### config.mk
export PLATFORM = sky130hd
export DESIGN_NAME = page_swap_slot_manager_flat
export DESIGN_NICKNAME = d
export VERILOG_FILES = /design/src/sv/pssm_pkg.sv /design/src/sv/pssm_if.sv /design/src/sv/pssm_ctrl.sv /design/src/sv/pssm_datapath.sv /design/src/sv/page_swap_slot_manager.sv /design/src/flat_wrapper.sv
export VERILOG_INCLUDE_DIRS = /design/src /design/src/sv
export SDC_FILE = /design/constraint.sdc
export NUM_CORES = 2
export LEC_CHECK = 0
export BUFFER_PORTS_ARGS = -buffer_cell sky130_fd_sc_hd__buf_2
export CAP_MARGIN = 25
export CORE_ASPECT_RATIO = 1.4
export CORE_UTILIZATION = 55
export CTS_BUF_LIST = sky130_fd_sc_hd__clkbuf_16
export DETAILED_ROUTE_END_ITERATION = 8
export PLACE_DENSITY = 0.71
export SETUP_SLACK_MARGIN = 0.3
export SYNTH_ARGS = -nofsm -noshare
export SYNTH_HDL_FRONTEND = slang
export SYNTH_SLANG_ARGS = --single-unit
### constraint.sdc
create_clock -name clk -period 7.5 [get_ports clk]
set_clock_uncertainty 0.05 [all_clocks]
set_input_delay 1.5 -clock clk [delete_from_list [all_inputs] [get_ports clk]]
set_output_delay 1.5 -clock clk [all_outputs]
set_load 0.02 [all_outputs]
### src/sv/page_swap_slot_manager_defines.svh
// assertion macros for the page swap slot manager
// used by the top level only, needs a clk and rst in scope
`ifndef PAGE_SWAP_SLOT_MANAGER_DEFINES_SVH
`define PAGE_SWAP_SLOT_MANAGER_DEFINES_SVH

// same-cycle implication
`define PSSM_ASSERT_NOW(label, ante, cons, msg) \
  label: assert property (@(posedge clk) disable iff (rst) (ante) |-> (cons)) \
    else $error(msg);

// next-cycle implication
`define PSSM_ASSERT_NEXT(label, ante, cons, msg) \
  label: assert property (@(posedge clk) disable iff (rst) (ante) |=> (cons)) \
    else $error(msg);

`endif

### src/sv/pssm_pkg.sv
// types and constants of the page swap slot manager
// no dependencies; used by the interfaces and all modules
package pssm_pkg;

  // field widths
  localparam int PAGE_W  = 6;
  localparam int FRAME_W = 5;
  localparam int LOC_W   = 6;
  localparam int OUT_W   = 6;

  // table sizes, settled by the 6-bit page and location fields
  localparam int NUM_PAGES  = 64;
  localparam int SWAP_SLOTS = 64;
  localparam int SLOT_W     = $clog2(SWAP_SLOTS);

  // scan window: one group per cycle, split into sub-groups for encoding
  localparam int GROUP_W    = 16;
  localparam int SUB_W      = 4;
  localparam int NUM_GROUPS = NUM_PAGES / GROUP_W;
  localparam int NUM_SUBS   = GROUP_W / SUB_W;
  localparam int GRP_W      = $clog2(NUM_GROUPS);
  localparam int POS_W      = $clog2(GROUP_W);
  localparam int SUBPOS_W   = $clog2(SUB_W);
  localparam int SUBIDX_W   = $clog2(NUM_SUBS);
  localparam int K_W        = $clog2(NUM_GROUPS + 1);

  typedef enum logic [1:0] {
    OP_FIND     = 2'd0,
    OP_SWAP_OUT = 2'd1,
    OP_SWAP_IN  = 2'd2,
    OP_LOAD     = 2'd3
  } opcode_t;

  typedef enum logic [1:0] {
    ST_DONE      = 2'd0,
    ST_NO_VALID  = 2'd1,
    ST_SWAP_FULL = 2'd2
  } status_t;

  typedef struct packed {
    logic [LOC_W-1:0]  location;
    logic [PAGE_W-1:0] vpage;
    logic              dirty;
  } row_t;

  // controller to datapath
  typedef struct packed {
    logic accept;
    logic scan_step;
    logic rd_issue;
    logic exec;
    logic fail;
    logic load_out;
  } cmd_t;

  // datapath to controller
  typedef struct packed {
    opcode_t op;
    logic    scan_hit;
    logic    scan_last;
    logic    out_free;
  } stat_t;

endpackage

### src/sv/pssm_if.sv
// request and response channels of the page swap slot manager
// depends on pssm_pkg for field widths
interface pssm_req_if import pssm_pkg::*; ();
  logic               valid;
  logic               ready;
  logic [1:0]         opcode;
  logic [PAGE_W-1:0]  page_number;
  logic [FRAME_W-1:0] frame_number;
  logic               load_valid;

  modport source (output valid, opcode, page_number, frame_number, load_valid,
                  input ready);
  modport sink   (input valid, opcode, page_number, frame_number, load_valid,
                  output ready);
endinterface

interface pssm_rsp_if import pssm_pkg::*; ();
  logic             valid;
  logic             ready;
  logic [OUT_W-1:0] victim_page;
  logic [OUT_W-1:0] swap_slot;
  logic [1:0]       status;

  modport source (output valid, victim_page, swap_slot, status, input ready);
  modport sink   (input valid, victim_page, swap_slot, status, output ready);
endinterface

### src/sv/pssm_ctrl.sv
// controller state machine of the page swap slot manager
// depends on pssm_pkg for the command and status structs
module pssm_ctrl import pssm_pkg::*; (
  input  logic       clk,
  input  logic       rst,
  input  logic       req_valid,
  input  logic [1:0] req_op,
  output logic       req_ready,
  input  stat_t      stat,
  output cmd_t       cmd
);

  typedef enum logic [4:0] {
    S_IDLE = 5'b00001,
    S_SCAN = 5'b00010,
    S_READ = 5'b00100,
    S_EXEC = 5'b01000,
    S_RESP = 5'b10000
  } state_t;

  state_t state, state_next;

  always_ff @(posedge clk) begin
    if (rst) begin
      state <= S_IDLE;
    end else begin
      state <= state_next;
    end
  end

  // sequencing per opcode
  always_comb begin
    state_next = state;
    cmd        = '0;
    req_ready  = 1'b0;
    unique case (state)
      S_IDLE: begin
        req_ready = 1'b1;
        if (req_valid) begin
          cmd.accept = 1'b1;
          case (opcode_t'(req_op))
            OP_LOAD:    state_next = S_EXEC;
            OP_SWAP_IN: state_next = S_READ;
            default:    state_next = S_SCAN;
          endcase
        end
      end
      S_SCAN: begin
        cmd.scan_step = 1'b1;
        if (stat.scan_hit) begin
          state_next = S_READ;
        end else if (stat.scan_last) begin
          cmd.fail   = 1'b1;
          state_next = S_RESP;
        end
      end
      S_READ: begin
        cmd.rd_issue = 1'b1;
        state_next   = S_EXEC;
      end
      S_EXEC: begin
        cmd.exec   = 1'b1;
        state_next = S_RESP;
      end
      S_RESP: begin
        if (stat.out_free) begin
          cmd.load_out = 1'b1;
          state_next   = S_IDLE;
        end
      end
      default: state_next = S_IDLE;
    endcase
  end

endmodule

### src/sv/pssm_datapath.sv
// page table, slot bitmap, scan unit and result registers
// depends on pssm_pkg; driven by pssm_ctrl commands
module pssm_datapath import pssm_pkg::*; (
  input  logic               clk,
  input  logic               rst,
  input  cmd_t               cmd,
  output stat_t              stat,
  input  logic [1:0]         req_opcode,
  input  logic [PAGE_W-1:0]  req_page_number,
  input  logic [FRAME_W-1:0] req_frame_number,
  input  logic               req_load_valid,
  output logic               rsp_valid,
  input  logic               rsp_ready,
  output logic [OUT_W-1:0]   rsp_victim_page,
  output logic [OUT_W-1:0]   rsp_swap_slot,
  output logic [1:0]         rsp_status
);

  // latched request
  opcode_t            op_q;
  logic [PAGE_W-1:0]  page_q;
  logic [FRAME_W-1:0] frame_q;
  logic               lvalid_q;

  // table state
  logic [NUM_PAGES-1:0]  entry_valid;
  logic [NUM_PAGES-1:0]  written;
  logic [SWAP_SLOTS-1:0] slot_used;
  logic [PAGE_W-1:0]     victim_pointer;
  row_t                  mem [NUM_PAGES];
  row_t                  rdata;
  logic                  written_q;
  row_t                  row_rd;
  row_t                  wrow;
  logic                  mem_we;
  logic [PAGE_W-1:0]     raddr;

  // scan unit
  logic [K_W-1:0]        scan_k;
  logic [PAGE_W-1:0]     found_idx;
  logic [NUM_PAGES-1:0]  scan_vec;
  logic [PAGE_W-1:0]     base;
  logic [GRP_W-1:0]      grp;
  logic [GROUP_W-1:0]    window;
  logic [GROUP_W-1:0]    mask;
  logic [GROUP_W-1:0]    masked;
  logic [NUM_SUBS-1:0]   sub_any;
  logic [SUBPOS_W-1:0]   sub_pos [NUM_SUBS];
  logic [SUBIDX_W-1:0]   sel_sub;
  logic                  hit;
  logic [PAGE_W-1:0]     hit_idx;

  // staged result
  logic [OUT_W-1:0] res_victim;
  logic [OUT_W-1:0] res_slot;
  status_t          res_status;

  // window over valid entries (round robin) or free slots (from zero)
  always_comb begin
    scan_vec = (op_q == OP_FIND) ? entry_valid : ~slot_used;
    base     = (op_q == OP_FIND) ? victim_pointer : '0;
    grp      = GRP_W'(base[PAGE_W-1 -: GRP_W] + scan_k[GRP_W-1:0]);
    window   = scan_vec[grp*GROUP_W +: GROUP_W];
  end

  // first group starts at the pointer, the wrap group ends below it
  always_comb begin
    for (int i = 0; i < GROUP_W; i++) begin
      if (scan_k == '0) begin
        mask[i] = (POS_W'(i) >= base[POS_W-1:0]);
      end else if (scan_k == K_W'(NUM_GROUPS)) begin
        mask[i] = (POS_W'(i) < base[POS_W-1:0]);
      end else begin
        mask[i] = 1'b1;
      end
    end
    masked = window & mask;
  end

  // two-level lowest-set-bit encoder
  always_comb begin
    for (int s = 0; s < NUM_SUBS; s++) begin
      sub_any[s] = |masked[s*SUB_W +: SUB_W];
      sub_pos[s] = '0;
      for (int j = SUB_W - 1; j >= 0; j--) begin
        if (masked[s*SUB_W + j]) sub_pos[s] = SUBPOS_W'(j);
      end
    end
    sel_sub = '0;
    for (int s = NUM_SUBS - 1; s >= 0; s--) begin
      if (sub_any[s]) sel_sub = SUBIDX_W'(s);
    end
    hit     = |sub_any;
    hit_idx = {grp, sel_sub, sub_pos[sel_sub]};
  end

  assign stat.op        = op_q;
  assign stat.scan_hit  = hit;
  assign stat.scan_last = (scan_k == K_W'(NUM_GROUPS));
  assign stat.out_free  = !rsp_valid || rsp_ready;

  // row read back, never-written entries read as zero
  assign row_rd = written_q ? rdata : '0;
  assign raddr  = (op_q == OP_FIND) ? found_idx : page_q;
  assign mem_we = cmd.exec && (op_q != OP_FIND);

  always_comb begin
    case (op_q)
      OP_SWAP_OUT: wrow = '{location: LOC_W'(found_idx), vpage: row_rd.vpage, dirty: 1'b1};
      OP_SWAP_IN:  wrow = '{location: LOC_W'(frame_q), vpage: page_q, dirty: 1'b1};
      OP_LOAD:     wrow = '{location: LOC_W'(frame_q), vpage: page_q, dirty: 1'b0};
      default:     wrow = row_rd;
    endcase
  end

  // page table memory
  always_ff @(posedge clk) begin
    if (mem_we) mem[page_q] <= wrow;
    if (cmd.rd_issue) begin
      rdata     <= mem[raddr];
      written_q <= written[raddr];
    end
  end

  // control state: flags, bitmap, pointer, scan step, output valid
  always_ff @(posedge clk) begin
    if (rst) begin
      entry_valid    <= '0;
      written        <= '0;
      slot_used      <= '0;
      victim_pointer <= '0;
      scan_k         <= '0;
      rsp_valid      <= 1'b0;
    end else begin
      if (cmd.accept) scan_k <= '0;
      else if (cmd.scan_step) scan_k <= scan_k + 1'b1;
      if (cmd.exec) begin
        case (op_q)
          OP_FIND: victim_pointer <= found_idx;
          OP_SWAP_OUT: begin
            slot_used[found_idx[SLOT_W-1:0]] <= 1'b1;
            entry_valid[page_q]              <= 1'b0;
            written[page_q]                  <= 1'b1;
          end
          OP_SWAP_IN: begin
            slot_used[row_rd.location[SLOT_W-1:0]] <= 1'b0;
            entry_valid[page_q]                    <= 1'b1;
            written[page_q]                        <= 1'b1;
          end
          default: begin
            entry_valid[page_q] <= lvalid_q;
            written[page_q]     <= 1'b1;
          end
        endcase
      end
      if (cmd.load_out) rsp_valid <= 1'b1;
      else if (rsp_ready) rsp_valid <= 1'b0;
    end
  end

  // payload registers
  always_ff @(posedge clk) begin
    if (cmd.accept) begin
      op_q     <= opcode_t'(req_opcode);
      page_q   <= req_page_number;
      frame_q  <= req_frame_number;
      lvalid_q <= req_load_valid;
    end
    if (cmd.scan_step && hit) found_idx <= hit_idx;
    if (cmd.fail) begin
      res_victim <= '0;
      res_slot   <= '0;
      res_status <= (op_q == OP_FIND) ? ST_NO_VALID : ST_SWAP_FULL;
    end else if (cmd.exec) begin
      res_status <= ST_DONE;
      res_victim <= (op_q == OP_FIND) ? OUT_W'(row_rd.vpage) : '0;
      case (op_q)
        OP_SWAP_OUT: res_slot <= OUT_W'(found_idx);
        OP_SWAP_IN:  res_slot <= OUT_W'(row_rd.location);
        default:     res_slot <= '0;
      endcase
    end
    if (cmd.load_out) begin
      rsp_victim_page <= res_victim;
      rsp_swap_slot   <= res_slot;
      rsp_status      <= res_status;
    end
  end

endmodule

### src/sv/page_swap_slot_manager.sv
// page swap slot manager: one request at a time, result in an output register
// the scan unit covers 16 table entries per cycle; a miss runs through every group and the wrap group
// next request is taken the cycle after the result is registered
// reset clears valid, written and slot bits and the pointer
// (depends on pssm_pkg, pssm_if, pssm_ctrl, pssm_datapath)
`include "page_swap_slot_manager_defines.svh"

module page_swap_slot_manager import pssm_pkg::*; (
  input logic        clk,
  input logic        rst,
  pssm_req_if.sink   req,
  pssm_rsp_if.source rsp
);

  cmd_t  cmd;
  stat_t stat;
  logic  ready;

  assign req.ready = ready;

  // sequencer
  pssm_ctrl u_ctrl (
    .clk       (clk),
    .rst       (rst),
    .req_valid (req.valid),
    .req_op    (req.opcode),
    .req_ready (ready),
    .stat      (stat),
    .cmd       (cmd)
  );

  // tables and scan unit
  pssm_datapath u_datapath (
    .clk              (clk),
    .rst              (rst),
    .cmd              (cmd),
    .stat             (stat),
    .req_opcode       (req.opcode),
    .req_page_number  (req.page_number),
    .req_frame_number (req.frame_number),
    .req_load_valid   (req.load_valid),
    .rsp_valid        (rsp.valid),
    .rsp_ready        (rsp.ready),
    .rsp_victim_page  (rsp.victim_page),
    .rsp_swap_slot    (rsp.swap_slot),
    .rsp_status       (rsp.status)
  );

  // checks
  `PSSM_ASSERT_NEXT(a_one_in_flight, req.valid && ready, !ready, "request taken while busy")
  `PSSM_ASSERT_NOW(a_full_clean, rsp.valid && rsp.status == ST_SWAP_FULL,
    rsp.swap_slot == '0 && rsp.victim_page == '0, "swap full result carries data")
  `PSSM_ASSERT_NOW(a_miss_clean, rsp.valid && rsp.status == ST_NO_VALID,
    rsp.swap_slot == '0 && rsp.victim_page == '0, "victim miss result carries data")

endmodule

### src/flat_wrapper.sv
// flat-port wrapper written by rule: the top's interface ports become plain ports
module page_swap_slot_manager_flat import pssm_pkg::*;
  (clk, rst, req_valid, req_opcode, req_page_number, req_frame_number, req_load_valid, req_ready, rsp_valid, rsp_victim_page, rsp_swap_slot, rsp_status, rsp_ready);
  pssm_req_if req_i ();
  pssm_rsp_if rsp_i ();
  input logic clk;
  input logic rst;
  input wire logic [$bits(req_i.valid)-1:0] req_valid;
  input wire logic [$bits(req_i.opcode)-1:0] req_opcode;
  input wire logic [$bits(req_i.page_number)-1:0] req_page_number;
  input wire logic [$bits(req_i.frame_number)-1:0] req_frame_number;
  input wire logic [$bits(req_i.load_valid)-1:0] req_load_valid;
  output wire logic [$bits(req_i.ready)-1:0] req_ready;
  output wire logic [$bits(rsp_i.valid)-1:0] rsp_valid;
  output wire logic [$bits(rsp_i.victim_page)-1:0] rsp_victim_page;
  output wire logic [$bits(rsp_i.swap_slot)-1:0] rsp_swap_slot;
  output wire logic [$bits(rsp_i.status)-1:0] rsp_status;
  input wire logic [$bits(rsp_i.ready)-1:0] rsp_ready;
  assign req_i.valid = req_valid;
  assign req_i.opcode = req_opcode;
  assign req_i.page_number = req_page_number;
  assign req_i.frame_number = req_frame_number;
  assign req_i.load_valid = req_load_valid;
  assign req_ready = req_i.ready;
  assign rsp_valid = rsp_i.valid;
  assign rsp_victim_page = rsp_i.victim_page;
  assign rsp_swap_slot = rsp_i.swap_slot;
  assign rsp_status = rsp_i.status;
  assign rsp_i.ready = rsp_ready;
  page_swap_slot_manager u_core (.clk(clk), .rst(rst), .req(req_i), .rsp(rsp_i));
endmodule
==> reports/qor.csv <==
stage,metric,value,unit
global_route,grt-ovfl-total,0,
cts,cts_setup_buffers,0,
placement,place.gp.congestion,1.07,
global_route,grt_first_pass_wirelength,167000,um
global_route,grtUsageTotal,29.6,%
route,drt-initial-drc-count,2922,
min_path,worstHoldStart,u_core.u_datapath.res_status[1],
floorplanning,rows,119,
cts,h-tree-depth,3,
critical_path,regToRegSetupSlack,2.09,ns
floorplanning,die_y,329,um
finish,fillCellCount,5297,
finish,layout-drive-gt1-share,20.9,%
min_path,hold_path_end,u_core.u_datapath.rsp_status[1],
finish,layout.cells.most_common,edfxtp_1,
critical_path,startpoint,u_core.u_datapath.op_q[0],
cts,cts_made_buffers,94,
placement,dp_hpwl,71600,um
timing,setup_ws,2.09,ns
min_path,hp-class,reg -> reg,
finish,fin_util,61.9,%
floorplanning,start_util,55.7,%
finish,area_growth,11.1,%
floorplanning,fp.coreArea,75500,sq um
timing,tns,0,ns
logic_synthesis,synth_flop_cell,edfxtp_1,
timing,max_slew_margin,26.5,%
route,drc,0,
critical_path,reg2reg_depth,13,
logic_synthesis,async_flop_share,0,%
power_and_ir_drop,leakage,14.8,nW
logic_synthesis,synth.avg_cell_area,15.3,sq um
route,firstDrtPassIters,6,
logic_synthesis,synthesis.area,42000,sq um
route,viasPerCell,6.57,
floorplanning,dieArea,77600,sq um
critical_path,worstPathMaxFanout,34,
cts,cts_tree,yes,
timing,worst-slew-pin-transition,1.10,ns
finish,ff_latch_area,28900,sq um
timing,timing.final.crit_share,72.1,%
critical_path,start_kind,register,
global_route,grt_pass1_vias,24895,
critical_path,rr_endpoint,u_core.u_datapath.res_status[0],
floorplanning,ios,34,
timing,setup-violations-final,0,
timing,rsz0062_at_grt,no,
finish,nets,2794,
finish,multi_input_area,12400,sq um
critical_path,criticalPathCategory,reg -> reg,
logic_synthesis,synth_edf_count,817,
route,antenna_left,0,
logic_synthesis,syn_inst,2744,
cts,cts_resized,0,
logic_synthesis,syn_nets,2770,
logic_synthesis,synth_cell_types,66,
cts,ctsHoldBuffers,0,
cts,clockRootBuffer,clkbuf_16,
cts,clkSinkCount,1036,
critical_path,crit_arrival,5.75,ns
timing,max_freq,185,MHz
cts,clock_path_buffers,3,
global_route,grt_max_degree,103,
min_path,hold_depth,0,
job,cap_violations,0,
logic_synthesis,synth_seq_cells,1036,
timing,hold_violations,0,
placement,port-buffer-count,33,
floorplanning,die_w,236,um
critical_path,r2r_start,u_core.u_datapath.op_q[0],
critical_path,required,7.84,ns
timing,drv_slew,0,
global_route,antenna_found_initial,1,
critical_path,end_kind,register,
status,status,finished clean,
route,vias,25036,
route,wl_per_cell,29.8,um
cts,clk_pin_slew,0.06,ns
power_and_ir_drop,vdd_ir_drop_max,198,uV
cts,insertion_delay,0.67,ns
finish,final_cell_mix,"817 x edfxtp_1, 254 x nor2_1, 226 x mux4_2",
placement,pre_cts_ws,2.11,ns
logic_synthesis,yosysWarnings,0,
route,drt-total-wl,114000,um
power_and_ir_drop,power.density,275,nW/um^2
timing,post-route-min-period,5.41,ns
logic_synthesis,ys_seq_area_share,68.8,%
==> cells by family (layout without fill, tap and decap cells) <==
group | after synthesis | count (layout) | synth area share, %
and+or+nand+nor | 717 | 717 | 7.61
xor gates and xnor gates | 9 | 9 | 0.187
AOI/OAI and AO/OA | 467 | 467 | 7.20
other | 0 | 1 | 0
muxes | 283 | 283 | 13.5
buffers and inverters | 224 | 324 | 2.44
adders and majority gates | 8 | 8 | 0.238
DFF | 1036 | 1036 | 68.8
==> registers in the layout (all words and copies together), names as in the netlist, named ones only <==
| register | count |
|---|---|
| u_core.u_datapath.res_slot | 6 |
| u_core.u_datapath.lvalid_q | 1 |
| u_core.u_datapath.slot_used | 64 |
| u_core.u_datapath.rsp_status | 2 |
| u_core.u_datapath.res_status | 2 |
| u_core.u_ctrl.state | 5 |
| u_core.u_datapath.op_q | 2 |
| u_core.u_datapath.rdata | 12 |
| u_core.u_datapath.written_q | 1 |
| u_core.u_datapath.rsp_swap_slot | 6 |
| u_core.u_datapath.found_idx | 6 |
| u_core.u_datapath.page_q | 6 |
| u_core.u_datapath.victim_pointer | 6 |
| u_core.u_datapath.rsp_victim_page | 6 |
| u_core.u_datapath.res_victim | 6 |
| u_core.u_datapath.written | 64 |
| u_core.u_datapath.rsp_valid | 1 |
| u_core.u_datapath.scan_k | 3 |
| u_core.u_datapath.frame_q | 5 |
| u_core.u_datapath.mem | 768 |
==> cell type report <==
| cell class | instances | area share, % |
|---|---|---|
| repair buffers | 121 | 2.30 |
| flip-flops and latches | 1036 | 61.9 |
| multi-input cells | 1484 | 26.5 |
| clock buffers | 97 | 5.20 |
| diodes | 1 | 0.00536 |
| well taps | 968 | 2.59 |
| inverters | 31 | 0.249 |
| clock inverters | 75 | 1.19 |
==> power breakdown <==
part | switching (mW) | internal [mW]
Combinational | 1.11 | 0.575
Clock | 2.09 | 2.58
Sequential | 0.0403 | 6.43
==> through the flow <==
step	hold slack [ns]	std cells	total power [mW]	cell area, sq um
finish	0.370	3813	12.8	46700
CTS	0.369	3803	12.9	46600
global placement	0.355	3619	8.22	43400
floorplan	0.350	2744	7.68	42000
global route	0.380	3812	13.2	46700
detailed placement	0.355	3631	8.28	43600
==> how the worst max path moves through the flow <==
stage / endpoint / depth (start not counted) / slack, ns
detailed placement: u_core.u_datapath.res_status[0] / 13 / 2.11
floorplan: u_core.u_datapath.mem[0][12] / 8 / 2.82
global route: u_core.u_datapath.res_status[0] / 13 / 1.83
CTS: u_core.u_datapath.res_status[1] / 13 / 2.11
global placement: u_core.u_datapath.res_status[0] / 13 / 2.21
finish: u_core.u_datapath.res_status[0] / 13 / 2.09
==> worst max-delay path, stage by stage (launching register included) <==
cell,delay [ns]
edfxtp_1,0.38
inv_1,0.09
ha_1,0.20
buf_4,0.23
and2_1,0.20
ha_2,0.97
buf_4,0.35
mux2_2,0.36
a211oi_1,0.26
a221oi_1,0.13
or3_1,0.45
nor4b_4,0.46
and3_1,0.70
or2_2,0.25
==> synthesized netlist by cell type (all sizes together), types with 9 or more instances <==
| library cell | count | share of area, % |
|---|---|---|
| edfxtp | 817 | 58 |
| a211oi | 139 | 2.5 |
| a311oi | 26 | 0.54 |
| nor2 | 306 | 2.8 |
| mux2i | 31 | 0.75 |
| and2 | 61 | 0.91 |
| clkbuf | 131 | 1.2 |
| buf | 62 | 0.99 |
| or2 | 10 | 0.15 |
| nand3b | 9 | 0.16 |
| a31oi | 31 | 0.46 |
| mux2 | 26 | 0.70 |
| nand2 | 206 | 1.8 |
| a21oi | 120 | 1.5 |
| inv | 31 | 0.28 |
| nor2b | 10 | 0.15 |
| nand4 | 11 | 0.16 |
| nand3 | 32 | 0.39 |
| mux4 | 226 | 12 |
| o21ai | 102 | 1.2 |
| dfxtp | 219 | 10 |
| nor3 | 29 | 0.35 |
| and3 | 11 | 0.16 |
==> per-layer routing <==
layer  global-route usage, %  part of all wire [%]  vias up
li1                        -                     -    10682
met1                    37.8                    37    12718
met2                    48.7                    49     1350
met3                    4.34                   7.2      286
met4                    17.6                   6.3        0
met5                       0                     0        -
(Power assumes the default switching activity.)
